--- src/design/sbb_ram.sv ---
// Generic single-port-write, single-port-read RAM with registered read data.
module sbb_ram #(
  parameter int WIDTH = 32,
  parameter int DEPTH = 32
) (
  input  logic                     clk_i,
  input  logic                     we_i,
  input  logic [$clog2(DEPTH)-1:0] waddr_i,
  input  logic [WIDTH-1:0]         wdata_i,
  input  logic [$clog2(DEPTH)-1:0] raddr_i,
  output logic [WIDTH-1:0]         rdata_o
);

  logic [WIDTH-1:0] mem_q [DEPTH];
  logic [WIDTH-1:0] rdata_q;

  // Write port
  always_ff @(posedge clk_i) begin
    if (we_i) begin
      mem_q[waddr_i] <= wdata_i;
    end
  end

  // Registered read port
  always_ff @(posedge clk_i) begin
    rdata_q <= mem_q[raddr_i];
  end

  assign rdata_o = rdata_q;

endmodule

--- config.mk ---
export PLATFORM = sky130hd
export DESIGN_NAME = sbb_ram
export DESIGN_NICKNAME = d
export VERILOG_FILES = /design/src/design/sbb_ram.sv
export SDC_FILE = /design/constraint.sdc
export NUM_CORES = 1
export LEC_CHECK = 0
export BUFFER_PORTS_ARGS = -buffer_cell sky130_fd_sc_hd__buf_2
export CAP_MARGIN = 30
export CORE_ASPECT_RATIO = 1.2
export CORE_MARGIN = 3
export CORE_UTILIZATION = 60
export CTS_BUF_LIST = sky130_fd_sc_hd__clkbuf_4 sky130_fd_sc_hd__clkbuf_8
export CTS_CLUSTER_DIAMETER = 30
export CTS_CLUSTER_SIZE = 24
export DETAILED_ROUTE_END_ITERATION = 16
export MAX_ROUTING_LAYER = met4
export PLACE_DENSITY = 0.77
export SETUP_SLACK_MARGIN = 0.05
export SYNTH_ARGS = -nofsm -noshare
export SYNTH_HDL_FRONTEND = slang
export SYNTH_SLANG_ARGS = --single-unit
--- constraint.sdc ---
create_clock -name clk_i -period 4.3 [get_ports clk_i]
set_clock_uncertainty 0.05 [all_clocks]
set_input_delay 0.86 -clock clk_i [delete_from_list [all_inputs] [get_ports clk_i]]
set_output_delay 0.86 -clock clk_i [all_outputs]
set_load 0.02 [all_outputs]
## Word-level counts from Yosys, hierarchy flattened

Memory sizes are Yosys's and may differ from the RTL's. A register that Yosys moved wholly into a read port is not among the register bits.
Cells that the tools add are included.

| cells by class | value |
|---|---|
| muxes and demuxes | 2 |

Operators by type and width:

| operator | number |
|---|---|
| $mux 1 | 2 |

| storage, ports and cells | value |
|---|---|
| memories | 1 |
| bits in writable memories | 1,024 |
| bits of input ports | 44 |
| flip-flop bits (word level) | 0 |
| output and inout port bits | 32 |

Memories:

| memory | words | bits a word | rd ports | clocked after memory_dff | write ports | line | text |
|---|---|---|---|---|---|---|---|
| mem_q | 32 | 32 | 1 | 1 | 1 | 14 | `logic [WIDTH-1:0] mem_q [DEPTH];` |

## Logic depth before layout (Yosys ltp)

| logic depth | value |
|---|---|
| depth in word-level cells | 2 |
| gate-level depth with buffers | 8 |
| mapped depth without buffers | 5 |

## Worst setup path before layout

Ideal clock, no wire load.

| path | value |
|---|---|
| path type | in2reg |
| start point | input waddr_i[1] |
| end point | memory mem_q[12][0], enable pin |
| path buffers | 1 |
| setup slack | 956 ps |
| cell stages on the path | 3 |
| data arrival time | 2,873 ps |
| cells stage by stage | or3b_2 -> clkbuf_1 -> nor2_1 |

RTL lines:

| item | line | text |
|---|---|---|
| start, declared | 8 | `input logic [$clog2(DEPTH)-1:0] waddr_i,` |
| end, declared | 14 |  |

No word-level cell before the write port.

==> results_dict.tcl <==
set metrics [dict create \
    ys_seq_elements 1056 \
    setup_slack_ps 1870 \
    leakagePower_uw 0.0160 \
    vias 21700 \
    dr.pass1.iters 5 \
    clk_latency_ps 780 \
    setup_violations 0 \
    die_y_um 291 \
    period_share 0.565 \
    peakVddDrop_uv 320 \
    async_flop_share 0 \
    fillerInstances 4066 \
    grt_pass1_wl_um 140000 \
    cts_tree "done" \
    netlist_area_um2 40500 \
    cp-end-kind "flop" \
    yosysWarnings 0 \
    place_congestion 0.841 \
    regArea_um2 31400 \
    cp.arrival_ps 3090 \
    syn_inst 2260 \
    synth_fp_nets 2304 \
    die_w_um 243 \
    cts_setup_buffers 0 \
    drc 0 \
    clk_pin_slew_ps 90 \
    crit_path_start_kind "input pin" \
    max_cap_viol_count 0 \
    holdCritPathClass "flop to flop" \
    htree_levels 4 \
    wl_per_cell_um 27.5 \
    multi_input_area_um2 8610 \
    synth.distinct_cells 25 \
    grt_overflow_total 0 \
    place_hpwl_um 54300 \
    cts.path.max_buffers 3 \
    start_util 0.610 \
    io_pins 76 \
    clock-sinks 1056 \
    post_cts_resized 0 \
    grt_max_degree 87 \
    ctsRootBufferMaster "clkbuf_8" \
    antenna_found_initial 4 \
    seq_area_frac_synth 0.775 \
    fin_crit_ps 2430 \
    numCtsBuffers 138 \
    grt_setup_unrepaired "false" \
    drv_slew 0 \
    top_usage_layer "met2" \
    dp_slack_ps 1110 \
    outcome "finished, final reports clean" \
    tightest_slew_ps 1020 \
    worstPathMaxFanout 45 \
    syn_to_final_growth_pct 12.8 \
    drt_iter0_markers 2286 \
    synth.avg_cell_area_um2 17.9 \
    met2_usage 0.450 \
    core_um2 66400 \
    io_buffers 75 \
    first_global_vias 22300 \
    fin_nets 2482 \
    cts_hold_buf 0 \
    drive_gt1_frac 0.177 \
    tns_ps 0 \
    pwr_density_cell_nw_per_um2 460 \
    ant_nets 0 \
    met1_usage 0.352 \
    vias_per_cell 6.30 \
    hold_violations 0 \
    cp.required_ps 4960 \
    wirelength_um 94700 \
    ys.flop_type "edfxtp_1" \
    relSlewSlack 0.319 \
    crit_type "input pin to flop" \
    row_count 103 \
    fmax_ghz 0.411 \
    use_met3 0.0536 \
    synth_edf_count 1024 \
    grt_usage 0.278 \
    dieArea_um2 70600 \
]
-- worst max-delay path: stages --
cell     delay [ps]
buf_8           380
buf_12          300
buf_4           390
mux2i_1         160
a22o_1          210
nor3_1          450
a31oi_1         150
nand3_1         130
-- metrics by stage --
stage          hold WS, ps  power, uW  cells   util  area, um2
5_1_grt                534      21600   3448  0.688      45700
3_3_place_gp           543      12800   3190  0.640      42500
4_1_cts                501      21100   3446  0.688      45700
6_report               564      21000   3448  0.688      45700
2_1_floorplan          503      12300   2260      -      40500
3_5_place_dp           533      12900   3190  0.640      42500
-- synth_stat cells (15+ instances only) --
cell type / count / area (um2)
edfxtp_1: 1024 / 30700
mux2i_1: 512 / 5120
nand2_1: 98 / 368
nand3_1: 98 / 490
a21oi_1: 96 / 480
a22oi_1: 96 / 721
a22o_1: 64 / 561
clkbuf_1: 46 / 173
nor2_1: 34 / 128
buf_4: 33 / 248
a31oi_1: 32 / 200
dfxtp_1: 32 / 641
nor3_1: 32 / 160
buf_2: 26 / 130
buf_6: 15 / 169
-- final timing paths --
| path | start | to | slack [ps] | cells after the start |
|---|---|---|---|---|
| worst min-delay path | mem_q[10][17] | rdata_o[17] | 560 | 4 |
| worst min register to register | mem_q[10][17] | rdata_o[17] | 560 | 4 |
| worst max-delay path | raddr_i[0] | rdata_o[7] | 1870 | 8 |
| worst max register to register | mem_q[1][30] | rdata_o[30] | 2500 | 5 |
-- power breakdown --
group	internal, uW	leakage [uW]	switching (uW)
Sequential	11400	0.00949	61.7
Clock	4510	0.00161	3840
Combinational	360	0.00493	780
-- area by class of cell --
cell class                      instances  share of cell area
Antenna cell                            2            0.000110
Clock buffer                          167              0.0487
Clock inverter                         89              0.0217
Multi-Input combinational cell       1077               0.189
Sequential cell                      1056               0.687
Tap cell                              892              0.0244
Timing Repair Buffer                  165              0.0293
-- placed cells by master (no fill, tap or decap), types with 2 or more instances in the layout --
cell	Yosys	layout
nand2_1	98	97
nand3b_1	5	5
clkbuf_4	2	12
a22o_1	64	64
nand3_1	98	98
clkinv_1	0	11
inv_8	0	2
nor3_1	32	32
clkinvlp_4	0	18
diode_2	0	2
clkinv_4	0	11
a21oi_1	96	96
clkbuf_8	0	155
inv_6	0	13
clkinv_2	0	17
a31oi_1	32	32
dfxtp_1	32	32
nor2_4	0	33
edfxtp_1	1024	1024
buf_2	26	74
mux2i_1	512	512
bufinv_16	0	16
nand2b_2	0	2
a22oi_1	96	96
buf_12	0	22
or3b_2	3	3
buf_4	33	68
-- logic make-up after synthesis --
| logic type | Yosys count | synth area share |
|---|---|---|
| simple gates | 277 | 0.0310 |
| compound gates | 288 | 0.0485 |
| buf+inv | 127 | 0.0186 |
| flops | 1056 | 0.775 |
| mux | 512 | 0.127 |
-- flip-flops by register name, indices dropped and copies added, names as in the netlist --
signal / count
rdata_o: 32
mem_q: 1024
-- per-layer routing --
metal / wire (um) / vias up / part of all wire
li1: - / 9355 / -
met1: 35900 / 11000 / 0.38
met3: 7940 / 225 / 0.084
met5: 0 / - / 0
met4: 3190 / 0 / 0.034
met2: 47700 / 1116 / 0.50
No activity file was read; power rests on OpenSTA's default activity.
