===== config.mk =====
export PLATFORM = sky130hd
export DESIGN_NAME = sbb_div
export DESIGN_NICKNAME = d
export VERILOG_FILES = /design/src/design/sbb_pkg.sv /design/src/design/sbb_div.sv
export SDC_FILE = /design/constraint.sdc
export NUM_CORES = 1
export LEC_CHECK = 0
export BUFFER_PORTS_ARGS = -buffer_cell sky130_fd_sc_hd__buf_2
export CORE_AREA = 2 2 95 97
export DETAILED_ROUTE_END_ITERATION = 10
export DIE_AREA = 0 0 97 99
export GPL_ROUTABILITY_DRIVEN = 0
export PLACE_DENSITY = 0.78
export RECOVER_POWER = 50
export SLEW_MARGIN = 25
export SYNTH_ARGS = -nofsm -noshare
export SYNTH_HDL_FRONTEND = slang
export SYNTH_SLANG_ARGS = --single-unit

===== constraint.sdc =====
create_clock -name clk_i -period 2.7 [get_ports clk_i]
set_input_delay 0 -clock clk_i [delete_from_list [all_inputs] [get_ports clk_i]]
set_output_delay 0 -clock clk_i [all_outputs]
set_load 0.02 [all_outputs]

===== src/design/sbb_pkg.sv =====
// Shared types, constants and register codes of the separable box blur.
package sbb_pkg;

  // Defaults for the size parameters of the top level
  localparam int DEF_MAX_WIDTH  = 1024;
  localparam int DEF_MAX_HEIGHT = 4096;
  localparam int DEF_MAX_RADIUS = 15;

  // Configuration port
  localparam int CFG_IDX_W  = 2;
  localparam int CFG_DATA_W = 13;
  localparam int RADIUS_W   = 4;
  localparam int WIDTH_W    = 11;
  localparam int HEIGHT_W   = 13;

  localparam logic [CFG_IDX_W-1:0] CFG_RADIUS = 2'd0;
  localparam logic [CFG_IDX_W-1:0] CFG_WIDTH  = 2'd1;
  localparam logic [CFG_IDX_W-1:0] CFG_HEIGHT = 2'd2;

  localparam logic [RADIUS_W-1:0] RST_RADIUS = 4'd9;
  localparam logic [WIDTH_W-1:0]  RST_WIDTH  = 11'd1024;
  localparam logic [HEIGHT_W-1:0] RST_HEIGHT = 13'd1;

  // One ARGB pixel as stored in both memories
  typedef struct packed {
    logic [7:0] a;
    logic [7:0] r;
    logic [7:0] g;
    logic [7:0] b;
  } px_t;

endpackage


===== src/design/sbb_div.sv =====
// Four-lane restoring divider: one quotient bit per lane each cycle.
module sbb_div import sbb_pkg::*; #(
  parameter int SUM_W = 13,
  parameter int DIV_W = 5
) (
  input  logic                  clk_i,
  input  logic                  rst_ni,
  input  logic                  start_i,
  input  logic [3:0][SUM_W-1:0] sum_i,
  input  logic [DIV_W-1:0]      divisor_i,
  output logic                  done_o,
  output px_t                   quot_o
);

  localparam int CNT_W = $clog2(SUM_W + 1);

  logic                  busy_q;
  logic                  done_q;
  logic [CNT_W-1:0]      cnt_q;
  logic [DIV_W-1:0]      div_q;
  logic [3:0][DIV_W-1:0] rem_q;
  logic [3:0][DIV_W-1:0] rem_d;
  logic [3:0][SUM_W-1:0] quo_q;
  logic [3:0][SUM_W-1:0] quo_d;

  // One restoring step per lane
  always_comb begin
    logic [DIV_W:0] trial;
    logic           ge;
    for (int l = 0; l < 4; l++) begin
      trial    = {rem_q[l], quo_q[l][SUM_W-1]};
      ge       = trial >= {1'b0, div_q};
      rem_d[l] = ge ? DIV_W'(trial - {1'b0, div_q}) : trial[DIV_W-1:0];
      quo_d[l] = {quo_q[l][SUM_W-2:0], ge};
    end
  end

  // Step counter and completion pulse
  always_ff @(posedge clk_i or negedge rst_ni) begin
    if (!rst_ni) begin
      busy_q <= 1'b0;
      done_q <= 1'b0;
      cnt_q  <= '0;
    end else begin
      done_q <= 1'b0;
      if (start_i) begin
        busy_q <= 1'b1;
        cnt_q  <= '0;
      end else if (busy_q) begin
        cnt_q <= cnt_q + 1'b1;
        if (32'(cnt_q) == SUM_W - 1) begin
          busy_q <= 1'b0;
          done_q <= 1'b1;
        end
      end
    end
  end

  // Operand and partial result registers
  always_ff @(posedge clk_i) begin
    if (start_i) begin
      div_q <= divisor_i;
      rem_q <= '0;
      quo_q <= sum_i;
    end else if (busy_q) begin
      rem_q <= rem_d;
      quo_q <= quo_d;
    end
  end

  assign done_o   = done_q;
  assign quot_o.a = quo_q[0][7:0];
  assign quot_o.r = quo_q[1][7:0];
  assign quot_o.g = quo_q[2][7:0];
  assign quot_o.b = quo_q[3][7:0];

endmodule

Word-level counts from Yosys, hierarchy flattened
Index checks and enable logic that the tools add are counted.

Register bits after elaboration: 83. Bits of input ports: 60.

Add/subtract/negate cells: 5. Magnitude comparators: 4. Equal/unequal tests: 1. Mux-type cells: 14. Reduce and logical (&&, ||, !) cells: 1.

Operators with widths (number): $mux W52 (2); $ge A6 B5 Y1 (4); $mux W5 (4); $sub A5 B5 Y5 (4); $mux W4 (2); $mux W1 (6); $add A4 B1 Y4 const B (1); $eq A4 B4 Y1 const B (1); $reduce_bool A2 Y1 (1).

Longest topological paths before layout
Word-level depth: 4. Depth in mapped cells: 8.

Worst setup path before layout
OpenSTA, ideal clock, no wires.

Path kind: reg-to-reg. Start: reg busy_q. End: reg quo_q, in the netlist quo_d[10], enable pin. Arrival: 1.797 ns. Data required time: 2.294 ns. Slack: 0.497 ns. Stages on the path, launching flop included: 4. Path buffers: 1. Clock period less this slack: 2.203 ns. Path through: dfrtp_1 -> clkbuf_1 -> nor2_1 -> inv_1.

Longest elaborated chain between the ends: 1.

RTL lines: start, declared (RTL line sbb_div.sv:17) `logic busy_q;`; start signal, assigned (RTL line sbb_div.sv:41) `busy_q <= 1'b0;`; start signal, assigned (RTL line sbb_div.sv:47) `busy_q <= 1'b1;`; start signal, assigned (RTL line sbb_div.sv:52) `busy_q <= 1'b0;`; $reduce_bool A2 Y1 (no source line); end signal, assigned (RTL line sbb_div.sv:64) `quo_q <= sum_i;`; end signal, assigned (RTL line sbb_div.sv:67) `quo_q <= quo_d;`; end, declared (RTL line sbb_div.sv:23) `logic [3:0][SUM_W-1:0] quo_q;`.

No other way between the ends. A chain may end at the register's enable or synchronous reset.

==> results.sh <==
export IMPL_status="complete, no violations"
export IMPL_p_clk_frac=0.213
export IMPL_grt_usage=0.211
export IMPL_clk_pin_slew_ps=80
export IMPL_critPathBufInv=1
export IMPL_maxCapViolations=0
export IMPL_fin_skew_ps=9.28
export IMPL_slew_viol_final=0
export IMPL_layout_common_cells="dlygate4sd3_1 (58), edfxtp_1 (57), buf_2 (56)"
export IMPL_clk_path_buf_depth=2
export IMPL_synth_edf_count=57
export IMPL_crit_family="buffers and inverters"
export IMPL_swShare=0.340
export IMPL_antenna_found_initial=0
export IMPL_num_vias=3277
export IMPL_ys_seq_elements=83
export IMPL_tightest_slew_ps=1350
export IMPL_power_switching_mw=1.44
export IMPL_startpoint_type="flop"
export IMPL_hold_viol=0
export IMPL_cpMaxStageDelayCell="clkbuf_1"
export IMPL_crit_required_ps=2960
export IMPL_grt_pass1_wl_um=16300
export IMPL_vias_per_cell=5.39
export IMPL_tritoncts="yes"
export IMPL_antenna_cells=0
export IMPL_critPathCaptureType="flop"
export IMPL_seq_power_share=0.426
export IMPL_slew_headroom=0.101
export IMPL_report_final_setup_viol=0
export IMPL_die_x_um=97
export IMPL_p_per_area_mw_per_mm2=756
export IMPL_initial_core_util=0.533
export IMPL_grt_max_degree=58
export IMPL_cp_depth=4
export IMPL_min_period_ps=2310
export IMPL_power_mw=4.24
export IMPL_min_period_over_period=0.854
export IMPL_cts_buffers=9
export IMPL_rr_worst_depth=4
export IMPL_critPathKind="reg -> reg"
export IMPL_multiInputGateArea_mm2=0.00193
export IMPL_drtIter0Drc=185
export IMPL_io_buffers=92
export IMPL_rr_endpoint="rem_q[17]"
export IMPL_synthArstFlopShare=0.0723
export IMPL_synth_area_per_cell_um2=12.1
export IMPL_setup_tns_ps=0
export IMPL_worstPathCellList="clkbuf_1 -> nand2_1 -> or4_1 -> o311ai_1"
export IMPL_num_io_pins=93
export IMPL_regToRegStartpoint="busy_q"
export IMPL_clk_latency_ps=350
export IMPL_power_frac_comb=0.361
export IMPL_ff_latch_area_mm2=0.00226
export IMPL_final_common_cell="dlygate4sd3_1"
export IMPL_area_growth_pct=23.0
export IMPL_post_route_util=0.656
export IMPL_core_mm2=0.00855
export IMPL_max_freq_mhz=434
export IMPL_drtPass1Iterations=4
export IMPL_fillers=637
export IMPL_wl_per_cell_um=15.9
export IMPL_synth_nets=462
export IMPL_clock_sinks=83
export IMPL_routed_wl_um=9680
export IMPL_drive_gt1_frac=0.270
export IMPL_synth_ff_type="edfxtp_1"
export IMPL_htreeDepth=3
export IMPL_crit_path_end="rem_q[17]"
export IMPL_grt_pass1_vias=3470
export IMPL_synthesis_instances=376
export IMPL_route_detailed_drc=0
export IMPL_power_leakage_nw=2.36
export IMPL_synth_distinct_cells=46
export IMPL_hold_class="in -> reg"
export IMPL_final_nets=581
export IMPL_row_count=34
export IMPL_syn_area_mm2=0.00456
export IMPL_post_dp_hpwl_um=5930
export IMPL_grt_overflow=0
export IMPL_cts_resized=0
export IMPL_rsz0062_at_grt="no"
export IMPL_synth_seq_area_share=0.496
export IMPL_ctsRootBufferMaster="clkbuf_8"
export IMPL_worst_endpoint_arrival_ps=2560
export IMPL_reg2reg_slack_ps=390
export IMPL_ant_nets=0
export IMPL_synth_warnings=0
export IMPL_cpPeakStageDelay_ps=1030
export IMPL_cp_max_fo=32
export IMPL_vdd_drop_max_v=0.000391
export IMPL_power_internal_mw=2.80
export IMPL_fp_dieH_um=99
export IMPL_dieArea_mm2=0.00960
export IMPL_worstSetupStartpoint="busy_q"
state kept, by name, summed over array words and instances, names as in the netlist:
register  cells
quo_d        16
quo_q         4
rem_q        20
quot_o       32
cnt_q         4
done_o        1
div_q         5
busy_q        1
final cells by class:
type                       instances  share of cell area
timing repair buffer             154               0.182
tap                              108              0.0241
sequential                        83               0.403
clock inverter                     4             0.00892
inverter                          18              0.0120
multi-input combinational        229               0.344
clock buffer                      12              0.0259
worst min-delay path, stage by stage:
cell,delay (ps)
buf_2,90
inv_1,40
a21oi_1,60
what timing repair did:
action / CTS / global route
setup buffers: 0 / 0
hold endpoints to repair: 62 / 0
hold buffers: 58 / 0
endpoints found under the setup margin: 0 / 0
logic make-up after synthesis:
group,count (synthesis),synth area share
muxes,56,0.137
adders and majority gates,26,0.0780
and+or+nand+nor,82,0.0958
AOI/OAI and AO/OA,54,0.0909
buffers and inverters,64,0.0810
DFF,83,0.496
xor gates and xnor gates,11,0.0211
Yosys cell counts, types with 3 or more instances:
master / instances / share of area
a32o_1: 4 / 0.0088
o21bai_1: 5 / 0.0082
nand2_1: 23 / 0.019
inv_1: 18 / 0.015
nor4_1: 3 / 0.0041
buf_2: 7 / 0.0077
o211a_1: 3 / 0.0066
or3b_2: 5 / 0.0096
a311oi_1: 7 / 0.013
nand3_1: 5 / 0.0055
edfxtp_1: 57 / 0.38
a21o_1: 5 / 0.0082
xor2_1: 6 / 0.012
dfrtp_1: 6 / 0.033
ha_1: 22 / 0.060
o41ai_1: 3 / 0.0058
buf_4: 32 / 0.053
nor2_1: 19 / 0.016
and2_1: 3 / 0.0041
xnor2_1: 5 / 0.0096
mux2_2: 51 / 0.13
a21oi_1: 9 / 0.0099
a311o_1: 3 / 0.0066
a31o_2: 3 / 0.0058
dfxtp_1: 20 / 0.088
o211ai_1: 3 / 0.0049
o21ai_0: 4 / 0.0044
mux2i_1: 5 / 0.011
fa_1: 4 / 0.018
nor3b_1: 4 / 0.0066
clkbuf_1: 7 / 0.0058
or3_1: 4 / 0.0055
per-stage QoR:
stage	cells	cell area, um^2	setup slack (ps)	hold WS [ps]
final	608	5610	395	12.7
after CTS	608	5660	411	0.251
after detailed placement	534	4880	421	-172
after global placement	534	4880	484	-172
after global routing	608	5610	173	16.7
after floorplan	376	4560	497	-296
power by group through the flow:
| stage | clock, mW | sequential [mW] | combinational (mW) |
|---|---|---|---|
| after floorplan | 0 | 1.78 | 1.25 |
| after detailed placement | 0 | 1.83 | 1.46 |
| after global placement | 0 | 1.82 | 1.42 |
| after CTS | 0.915 | 1.80 | 1.54 |
| final | 0.902 | 1.81 | 1.53 |
| after global routing | 0.964 | 1.84 | 1.70 |
worst min path at each step:
stage | startpoint | end | cells after the start
after floorplan | rst_ni | busy_q | 0
after global placement | rst_ni | done_o | 1
after detailed placement | rst_ni | done_o | 1
after CTS | sum_i[39] | quot_o[0] | 3
after global routing | sum_i[39] | quot_o[0] | 3
final | sum_i[39] | quot_o[0] | 3
metal layers:
metal | vias to the layer above | GRT usage | wire length [um]
met3 | 12 | 0.0340 | 486
met4 | 0 | 0.0813 | 133
met2 | 99 | 0.368 | 4860
li1 | 1604 | - | -
met1 | 1562 | 0.265 | 4200
met5 | - | 0 | 0
Power figures use the tool's default switching activity.
